===== config.mk =====
export PLATFORM = sky130hd
export DESIGN_NAME = hamming74_packet_deframer
export DESIGN_NICKNAME = d
export VERILOG_FILES = /design/src/hmd_pkg.sv /design/src/hmd_front.sv /design/src/hmd_fifo.sv /design/src/hmd_back.sv /design/src/hamming74_packet_deframer.sv
export SDC_FILE = /design/constraint.sdc
export NUM_CORES = 1
export LEC_CHECK = 0
export BUFFER_PORTS_ARGS = -buffer_cell sky130_fd_sc_hd__buf_2
export CAP_MARGIN = 30
export CORE_MARGIN = 2
export CORE_UTILIZATION = 54
export DETAILED_ROUTE_END_ITERATION = 6
export HOLD_SLACK_MARGIN = 0.05
export PLACE_DENSITY_LB_ADDON = 0.12
export SLEW_MARGIN = 20
export SYNTH_ARGS = -nofsm -noshare
export SYNTH_HDL_FRONTEND = slang
export SYNTH_SLANG_ARGS = --single-unit
export TNS_END_PERCENT = 100

===== constraint.sdc =====
create_clock -name aclk -period 5.4 [get_ports aclk]
set_input_delay 0.54 -clock aclk [delete_from_list [all_inputs] [get_ports aclk]]
set_output_delay 0.54 -clock aclk [all_outputs]
set_load 0.01 [all_outputs]

===== src/hmd_pkg.sv =====
// ----------------------------------------------------------------------------
// hmd_pkg
// types, constants and the hamming(7,4) nibble decoder shared by the deframer
// ----------------------------------------------------------------------------
package hmd_pkg;

    localparam int WIN_LEN = 6;
    localparam int FILL_W  = 3;
    localparam logic [FILL_W-1:0] FILL_LAST = FILL_W'(WIN_LEN - 1);

    typedef struct packed {
        logic       fixed;
        logic [3:0] nib;
    } nib_t;

    typedef struct packed {
        logic [7:0] pkt_type;
        logic [7:0] pkt_data;
        logic       fixed;
    } pkt_t;

    // codeword bit to flip for each nonzero syndrome
    function automatic logic [6:0] flip_mask(input logic [2:0] syn);
        logic [6:0] m;
        case (syn)
            3'd1:    m = 7'h08;
            3'd2:    m = 7'h20;
            3'd3:    m = 7'h02;
            3'd4:    m = 7'h40;
            3'd5:    m = 7'h04;
            3'd6:    m = 7'h10;
            3'd7:    m = 7'h01;
            default: m = 7'h00;
        endcase
        return m;
    endfunction

    // layout p1 p2 d1 p3 d2 d3 d4 from bit 6 down, bit 7 ignored
    function automatic nib_t hamming_decode(input logic [7:0] code);
        logic [6:0] b;
        logic [2:0] syn;
        nib_t       r;
        b      = code[6:0];
        syn[2] = b[6] ^ b[4] ^ b[2] ^ b[0];
        syn[1] = b[5] ^ b[4] ^ b[1] ^ b[0];
        syn[0] = b[3] ^ b[2] ^ b[1] ^ b[0];
        b      = b ^ flip_mask(syn);
        r.fixed = (syn != 3'd0);
        r.nib   = {b[4], b[2], b[1], b[0]};
        return r;
    endfunction

endpackage


===== src/hmd_front.sv =====
// ----------------------------------------------------------------------------
// hmd_front
// byte window, six parallel nibble decoders and the packet check
// ----------------------------------------------------------------------------
module hmd_front
    import hmd_pkg::*;
(
    input  logic       aclk,
    input  logic       aresetn,
    input  logic       s_valid,
    output logic       s_ready,
    input  logic [7:0] s_rx_byte,
    output logic       push_valid,
    output pkt_t       push_pkt,
    input  logic       push_ready
);

    logic [7:0]        window_reg  [WIN_LEN];
    logic [7:0]        window_next [WIN_LEN];
    logic [FILL_W-1:0] fill_reg;
    logic [FILL_W-1:0] fill_next;
    logic [7:0]        frame [WIN_LEN];
    nib_t              dec   [WIN_LEN];
    logic              any_fixed;
    logic              match;
    logic              accept;

    assign s_ready = push_ready;
    assign accept  = s_valid && s_ready;

    // full frame as seen with the incoming byte in the last slot
    always_comb begin
        any_fixed = 1'b0;
        for (int i = 0; i < WIN_LEN; i++) begin
            frame[i] = (i == WIN_LEN - 1) ? s_rx_byte : window_reg[i];
            dec[i]   = hamming_decode(frame[i]);
            any_fixed = any_fixed | dec[i].fixed;
        end
        push_pkt.pkt_type = {dec[0].nib, dec[1].nib};
        push_pkt.pkt_data = {dec[2].nib, dec[3].nib};
        push_pkt.fixed    = any_fixed;
        match = ((push_pkt.pkt_type ^ push_pkt.pkt_data) == {dec[4].nib, dec[5].nib});
    end

    assign push_valid = accept && (fill_reg == FILL_LAST) && match;

    always_comb begin
        window_next = window_reg;
        fill_next   = fill_reg;
        if (accept) begin
            if (fill_reg == FILL_LAST) begin
                if (match) begin
                    fill_next = '0;
                end else begin
                    for (int i = 0; i < WIN_LEN - 2; i++) begin
                        window_next[i] = window_reg[i+1];
                    end
                    window_next[WIN_LEN-2] = s_rx_byte;
                    fill_next = FILL_LAST;
                end
            end else begin
                window_next[fill_reg] = s_rx_byte;
                fill_next = fill_reg + FILL_W'(1);
            end
        end
    end

    always_ff @(posedge aclk) begin
        window_reg <= window_next;
        if (!aresetn) begin
            fill_reg <= '0;
        end else begin
            fill_reg <= fill_next;
        end
    end

endmodule


===== src/hmd_fifo.sv =====
// ----------------------------------------------------------------------------
// hmd_fifo
// short packet queue between the decode front and the output back
// ----------------------------------------------------------------------------
module hmd_fifo
    import hmd_pkg::*;
#(
    parameter int DEPTH = 2
) (
    input  logic aclk,
    input  logic aresetn,
    input  logic push_valid,
    input  pkt_t push_pkt,
    output logic push_ready,
    output logic pop_valid,
    output pkt_t pop_pkt,
    input  logic pop_ready
);

    localparam int PTR_W = (DEPTH > 1) ? $clog2(DEPTH) : 1;
    localparam int CNT_W = $clog2(DEPTH + 1);
    localparam logic [PTR_W-1:0] PTR_LAST = PTR_W'(DEPTH - 1);
    localparam logic [CNT_W-1:0] CNT_FULL = CNT_W'(DEPTH);

    pkt_t             mem [DEPTH];
    logic [PTR_W-1:0] wr_ptr_reg;
    logic [PTR_W-1:0] wr_ptr_next;
    logic [PTR_W-1:0] rd_ptr_reg;
    logic [PTR_W-1:0] rd_ptr_next;
    logic [CNT_W-1:0] count_reg;
    logic [CNT_W-1:0] count_next;
    logic             do_push;
    logic             do_pop;

    assign push_ready = (count_reg != CNT_FULL);
    assign pop_valid  = (count_reg != '0);
    assign pop_pkt    = mem[rd_ptr_reg];
    assign do_push    = push_valid && push_ready;
    assign do_pop     = pop_valid && pop_ready;

    always_comb begin
        wr_ptr_next = wr_ptr_reg;
        rd_ptr_next = rd_ptr_reg;
        count_next  = count_reg;
        if (do_push) begin
            wr_ptr_next = (wr_ptr_reg == PTR_LAST) ? '0 : wr_ptr_reg + PTR_W'(1);
        end
        if (do_pop) begin
            rd_ptr_next = (rd_ptr_reg == PTR_LAST) ? '0 : rd_ptr_reg + PTR_W'(1);
        end
        if (do_push && !do_pop) begin
            count_next = count_reg + CNT_W'(1);
        end else if (do_pop && !do_push) begin
            count_next = count_reg - CNT_W'(1);
        end
    end

    always_ff @(posedge aclk) begin
        if (do_push) begin
            mem[wr_ptr_reg] <= push_pkt;
        end
    end

    always_ff @(posedge aclk) begin
        if (!aresetn) begin
            wr_ptr_reg <= '0;
            rd_ptr_reg <= '0;
            count_reg  <= '0;
        end else begin
            wr_ptr_reg <= wr_ptr_next;
            rd_ptr_reg <= rd_ptr_next;
            count_reg  <= count_next;
        end
    end

endmodule


===== src/hmd_back.sv =====
// ----------------------------------------------------------------------------
// hmd_back
// corrected-packet counter and registered output stage
// ----------------------------------------------------------------------------
module hmd_back
    import hmd_pkg::*;
(
    input  logic        aclk,
    input  logic        aresetn,
    input  logic        pop_valid,
    input  pkt_t        pop_pkt,
    output logic        pop_ready,
    output logic        m_valid,
    input  logic        m_ready,
    output logic [7:0]  m_pkt_type,
    output logic [7:0]  m_pkt_data,
    output logic        m_had_correction,
    output logic [31:0] m_corrected_total
);

    logic        valid_reg;
    logic        valid_next;
    logic [31:0] count_reg;
    logic [31:0] count_next;
    logic [7:0]  type_reg;
    logic [7:0]  data_reg;
    logic        fixed_reg;
    logic        load;

    assign pop_ready = !valid_reg || m_ready;
    assign load      = pop_valid && pop_ready;

    always_comb begin
        count_next = count_reg;
        valid_next = valid_reg;
        if (load) begin
            count_next = count_reg + {31'd0, pop_pkt.fixed};
            valid_next = 1'b1;
        end else if (m_ready) begin
            valid_next = 1'b0;
        end
    end

    always_ff @(posedge aclk) begin
        if (load) begin
            type_reg  <= pop_pkt.pkt_type;
            data_reg  <= pop_pkt.pkt_data;
            fixed_reg <= pop_pkt.fixed;
        end
    end

    always_ff @(posedge aclk) begin
        if (!aresetn) begin
            valid_reg <= 1'b0;
            count_reg <= '0;
        end else begin
            valid_reg <= valid_next;
            count_reg <= count_next;
        end
    end

    assign m_valid           = valid_reg;
    assign m_pkt_type        = type_reg;
    assign m_pkt_data        = data_reg;
    assign m_had_correction  = fixed_reg;
    assign m_corrected_total = count_reg;

endmodule


===== src/hamming74_packet_deframer.sv =====
// ----------------------------------------------------------------------------
// hamming74_packet_deframer
// hamming(7,4) decoder with sliding frame sync over a six-byte window
// ----------------------------------------------------------------------------
// input channel s_: one received serial byte per transaction. the byte joins
// a six-byte window; once six are held, every byte is decoded as a (7,4)
// codeword and type, data and check bytes are formed. a good check yields
// one output transaction and empties the window, a bad one drops the oldest
// byte.
// output channel m_: type, data, a correction flag and the running count of
// corrected packets, which wraps at 2^32.
// throughput: one byte per cycle while the packet queue has room, since the
// window decode is combinational. a packet's last byte is decoded into the
// queue when taken, then the packet passes the output register to m_.
// a packet queue of FIFO_DEPTH entries sits between decode and output; when
// m_ready stays low it fills and s_ready drops, so nothing is lost.
// reset: window emptied, counter cleared, queue and output register empty.
// ----------------------------------------------------------------------------
module hamming74_packet_deframer
    import hmd_pkg::*;
#(
    parameter int FIFO_DEPTH = 2
) (
    input  logic        aclk,
    input  logic        aresetn,
    input  logic        s_valid,
    output logic        s_ready,
    input  logic [7:0]  s_rx_byte,
    output logic        m_valid,
    input  logic        m_ready,
    output logic [7:0]  m_pkt_type,
    output logic [7:0]  m_pkt_data,
    output logic        m_had_correction,
    output logic [31:0] m_corrected_total
);

    logic push_valid;
    pkt_t push_pkt;
    logic push_ready;
    logic pop_valid;
    pkt_t pop_pkt;
    logic pop_ready;

    hmd_front u_front (
        .aclk       (aclk),
        .aresetn    (aresetn),
        .s_valid    (s_valid),
        .s_ready    (s_ready),
        .s_rx_byte  (s_rx_byte),
        .push_valid (push_valid),
        .push_pkt   (push_pkt),
        .push_ready (push_ready)
    );

    hmd_fifo #(
        .DEPTH (FIFO_DEPTH)
    ) u_fifo (
        .aclk       (aclk),
        .aresetn    (aresetn),
        .push_valid (push_valid),
        .push_pkt   (push_pkt),
        .push_ready (push_ready),
        .pop_valid  (pop_valid),
        .pop_pkt    (pop_pkt),
        .pop_ready  (pop_ready)
    );

    hmd_back u_back (
        .aclk              (aclk),
        .aresetn           (aresetn),
        .pop_valid         (pop_valid),
        .pop_pkt           (pop_pkt),
        .pop_ready         (pop_ready),
        .m_valid           (m_valid),
        .m_ready           (m_ready),
        .m_pkt_type        (m_pkt_type),
        .m_pkt_data        (m_pkt_data),
        .m_had_correction  (m_had_correction),
        .m_corrected_total (m_corrected_total)
    );

endmodule


# Yosys cells after proc, flatten, opt, wreduce, memory -nomap -nowiden
# Memories as Yosys holds them, arrays and structs flattened. A register that Yosys moved wholly into a read port is not among the register bits.
# Index checks and enable logic that the tools add are counted.
# op_classes
n_addsub	6
magnitude_cmp	2
eq_ne	46
n_mux	23
bitwise	68
n_reduce_logical	23
# ops
op	n
case mux 5 bit (7 select lines)	6
2-to-1 mux 40 bit	2
== test 3 bit, second input constant	25
bitwise XOR 1 bit	54
bitwise mux 48 bit	1
== test 3 x 2 -> 1 bit, second input constant	12
adder 32 x 1 -> 32 bit	1
bitwise XOR 5 bit	6
demux 8 bit (select 3 bit)	1
== test 3 x 1 -> 1 bit, second input constant	6
nonzero test 3 bit	6
== test 8 bit	1
logical AND 1 bit	8
2-to-1 mux 1 bit	8
2-to-1 mux 8 bit	1
bitwise XOR 8 bit	1
2-to-1 mux 3 bit	2
nonzero test 2 bit	3
bitwise OR 1 bit	5
greater-or-equal comparator 4 bit, second input constant	1
less-than comparator 4 x 1 -> 1 bit, second input constant	1
2-to-1 mux 2 bit	2
inequality test 2 bit, second input constant	2
inverter 3 -> 4 bit	1
other kinds (8)	12
# totals
reg_bits	105
ram_bits	34
in_bits	12
out_inout_bits	51
elab_cells	184
n_memories	1
# memory_table
name	depth	width	rd	rd_clocked_by_memory_dff	wr	line_no	source
u_fifo.mem	2	17	1	1	1	hmd_fifo.sv:25	pkt_t mem [DEPTH];

# Depth between registers and ports, before layout
# depth
word_depth	14
mapped_depth	15
mapped_depth_nobuf	13

# Cells and area by module
# Synthesis repeated with hierarchy kept, for this count alone.
# hier_totals
cells_unflattened	848
area_unflattened_um2	7948.9
# modules_own_cells
module	n_inst	cells_each	area_per_inst_um2	seq_area_each_um2
hmd_front	1	560	4337.9	1111.1
hmd_back	1	211	2143.3	1171.1
hmd_fifo	1	77	1467.7	1121.1

# Worst setup path after synthesis
# Ideal clock, no wire load.
# synth_path
path_type	input to register
start	input port s_rx_byte[4]
end	memory u_fifo.mem[0][0] (netlist name) (enable)
setup_time_ns	0.412
t_arrival_ns	3.557
t_required_ns	4.988
slack_ns	1.430
path_stages	10
path_buffers	1
cell_sequence	buf_4 -> xnor2_1 -> or4b_2 -> o221a_2 -> o211ai_2 -> xnor2_1 -> xor2_1 -> nor2_1 -> nand4_2 -> nor3_1
# synth_between
elab_chain_cells	11
elab_cells_between_ends	20
classes_between	8 x eq/ne; 3 x mux; 7 x bitwise; 2 x reduce/logical
# synth_lines
item	line_no	source
start, declared	hamming74_packet_deframer.sv:28	input logic [7:0] s_rx_byte,
bitwise XOR 1 bit, on equally long branches (3 in a row)	hmd_pkg.sv:45, hmd_pkg.sv:44	
== test 3 bit, or another cell as far along	hmd_pkg.sv:25	case (syn)
case mux 5 bit (7 select lines)	hmd_pkg.sv:25	
bitwise XOR 5 bit *	hmd_pkg.sv:47	b = b ^ flip_mask(syn);
== test 8 bit *	hmd_front.sv:42	match = ((push_pkt.pkt_type ^ push_pkt.pkt_data) == {dec[4].nib, dec[5].nib});
logical AND 1 bit *	hmd_front.sv:45	assign push_valid = accept && (fill_reg == FILL_LAST) && match;
logical AND 1 bit *	hmd_fifo.sv:38	assign do_push = push_valid && push_ready;
2-to-1 mux 1 bit *	hmd_fifo.sv:59	if (do_push) begin
2-to-1 mux 1 bit (implied by the code) *	hmd_fifo.sv:60	mem[wr_ptr_reg] <= push_pkt;
end, declared	hmd_fifo.sv:25	
# Mark *: on every way between the ends. The rest lies on a longest branch, timed or not.

==> summary.md <==
| Metric | Value |
|---|---|
| Final worst-path cycle share | `79.33%` |
| Clock power share | `34.1%` |
| Crit-path slowest cell | `and2_1` |
| Reg2reg start | `u_front.frame[26]` |
| Post-Route WL | `17,420 µm` |
| Reg2reg setup slack | `1.12 ns` |
| # IOs | `63` |
| Clk pin slew, worst setup/hold paths | `0.06 ns` |
| Largest net degree at the start of global routing | `43` |
| Yosys reg bits | `127` |
| Max Buffers Root-to-Sink | `2` |
| Area Growth Syn to Fin | `11.45%` |
| WHS Endpoint | `u_front.frame[13]` |
| Int Power | `0.002330 W` |
| Critical Path Start Type | `flop` |
| Vias in the first global route | `5,795` |
| Syn Nets | `811` |
| Synth area leader | `edfxtp_1` |
| Slew Viols, Final | `0` |
| Power density over the cells | `388.7 nW/µm²` |
| Final Hold Fails | `0` |
| Die footprint | `15,470 µm²` |
| Commonest non-fill, non-tap cell in the layout | `edfxtp_1` |
| FILL cells | `1,147` |
| Sequential cell area | `3403 µm²` |
| Final ANT Viol Nets | `0` |
| Commonest non-fill, non-tap cells in the layout | `edfxtp_1, nor2_1, buf_2` |
| Area of the multi-input gates | `4089 µm²` |
| CTS tree | `built` |
| Relative slew slack | `36.08%` |
| Post-synth cell types | `81` |
| PortBufs | `61` |
| Post-synthesis cell count | `796` |
| Post-synth top area share | `33.00%` |
| Drt pass-1 iters | `5` |
| Max FO, Critical Path | `17` |
| Die width | `124.4 µm` |
| Post-CTS Resized | `0` |
| WP buf/inv | `0` |
| Crit path largest cell delay | `0.69 ns` |
| Part of the power in registers | `39.4%` |
| Sw frac | `31.28%` |
| Share of cells above drive strength 1 | `17.77%` |
| Setup TNS | `0 ns` |
| Combinational share of power | `26.5%` |
| Cell count of the worst reg-to-reg path | `10` |
| Psw | `0.001061 W` |
| Clock skew | `0.007149 ns` |
| Global route overflow | `0` |
| Num CTS Buffers | `17` |
| Critical path endpoint category | `flop` |
| DRC Markers | `0` |
| Post-CTS Setup Inserts | `0` |
| Fmax | `0.2334 GHz` |
| Area after DPL | `8100 µm²` |
| Initial antenna violation count | `0` |
| Final worst path period need | `4.284 ns` |
| Fraction of registers with async set/reset | `0%` |
| Num rows | `43` |
| Vias | `6,120` |
| Outcome | `finished, final reports clean` |
| Reg2reg end | `u_fifo.mem[1][1]` |
| Placer congestion estimate | `0.8415` |
| Mapped Avg Cell Area | `9.832 µm²` |
| Drt first-iter violations | `457` |
| Worst Path Arrival | `4.33 ns` |
| Height of the die | `124.4 µm` |
| Syn Std Cell Area | `7826 µm²` |
| Yosys Warn Count | `0` |
| WL/cell | `17.20 µm` |
| Initial core utilization | `55.73%` |
| EDFF count, synth | `86` |
| Crit Path Category | `reg2reg` |
| RSZ-0062 raised after global routing | `false` |
| First-pass GRT wire length | `28,610 µm` |
| CTS sink cnt | `127` |
| Lkg Pwr | `3.171 nW` |
| Final setup vio count | `0` |
| Final Cell Area | `8722 µm²` |
| Min-Delay Startpoint | `s_rx_byte[5]` |
| Ant diodes | `0` |
| Root buf cell | `clkbuf_16` |
| Worst path top cell family by delay | `simple AND/OR/NAND/NOR gates` |
| Final net count | `835` |
| Worst skew pair latency | `0.42 ns` |
| DPL Wire Length | `12,180 µm` |
| VDD IR-drop max | `0.0002697 V` |
| Number of flip-flops under the largest register name | `35` |
| Synth Flop Type | `edfxtp_1` |
| Max-Cap Viols | `0` |
| H-tree levels | `4` |
| Total GRT Usage | `22.71%` |
| Register area share after synthesis | `43.49%` |
| Via density per instance | `6.041` |
| Core Util, Final | `62.11%` |
| Core area | `14,040 µm²` |
| Pin slew with the least headroom to its limit | `0.9520 ns` |
| Top post-synthesis cells by area | `edfxtp_1, dfxtp_1, xnor2_1` |
| CP cell instances | `xnor2_2 -> a21oi_1 -> a211oi_1 -> a31oi_1 -> o31ai_1 -> xnor2_1 -> nor4_2 -> nand4_2 -> nor2_4 -> and2_1` |
| Worst hold path type | `in2reg` |
| Req. time, crit path | `5.44 ns` |
| Worst Hold Depth | `2` |
| Hold Buf Count CTS | `0` |
==> stage by stage <==
stage	hold WS, ns	setup WS (ns)	power [W]	cells
after global placement	0.4824	1.223	0.002210	981
final	0.4825	1.116	0.003391	1013
after CTS	0.4798	1.097	0.003406	1013
after floorplan	0.4518	1.430	0.002033	796
after global routing	0.4906	0.8082	0.003560	1013
after detailed placement	0.4901	1.133	0.002249	981
==> how the worst max path moves through the flow <==
stage                        to              start  slack, ns  cells after the start
2_1_floorplan  u_fifo.mem[0][0]       s_rx_byte[4]       1.43                     10
3_3_place_gp   u_fifo.mem[1][3]  u_front.frame[26]       1.22                     10
3_5_place_dp   u_fifo.mem[1][3]  u_front.frame[26]       1.13                     10
4_1_cts        u_fifo.mem[1][1]  u_front.frame[26]       1.10                     10
5_1_grt        u_fifo.mem[1][1]  u_front.frame[26]       0.81                     10
6_report       u_fifo.mem[1][1]  u_front.frame[26]       1.12                     10
==> power groups by stage <==
stage | registers, W | clock network [W] | logic (W)
2_1_floorplan | 0.00129 | 0 | 0.000743
3_3_place_gp | 0.00135 | 0 | 0.000860
3_5_place_dp | 0.00136 | 0 | 0.000892
4_1_cts | 0.00134 | 0.00117 | 0.000899
5_1_grt | 0.00135 | 0.00122 | 0.000986
6_report | 0.00134 | 0.00116 | 0.000898
==> metal layers <==
layer / part of all wire [%] / track usage, %
met1: 44 / 29.75
met5: 0 / 0
met2: 49 / 37.38
met3: 5.3 / 4.768
met4: 1.7 / 8.063
==> synth_stat cells (17+ instances only) <==
cell and count:
a21oi_1 32, o21ai_0 39, xnor2_1 60, nand2_1 49, xor2_1 29, nor2_1 66
clkbuf_1 32, nand2b_1 17, mux2_2 18, and2_1 44, nor3_1 20, dfxtp_1 41
edfxtp_1 86, nand3_1 21
==> layout make-up <==
cell class	instances	area share, %
clock buffers	25	6.298
clock inverters	7	0.7746
inverters	16	0.6886
multi-input cells	594	46.88
flip-flops and latches	127	39.02
well taps	180	2.582
repair buffers	64	3.758
==> logic make-up after synthesis <==
group | share of synthesized area (%)
fa+ha+maj | 0.4797
buf+inv | 4.396
mux | 3.357
simple gates | 18.37
compound gates | 17.65
xor+xnor | 12.26
flops | 43.49
Note: power is estimated with default switching activity, not from simulation.
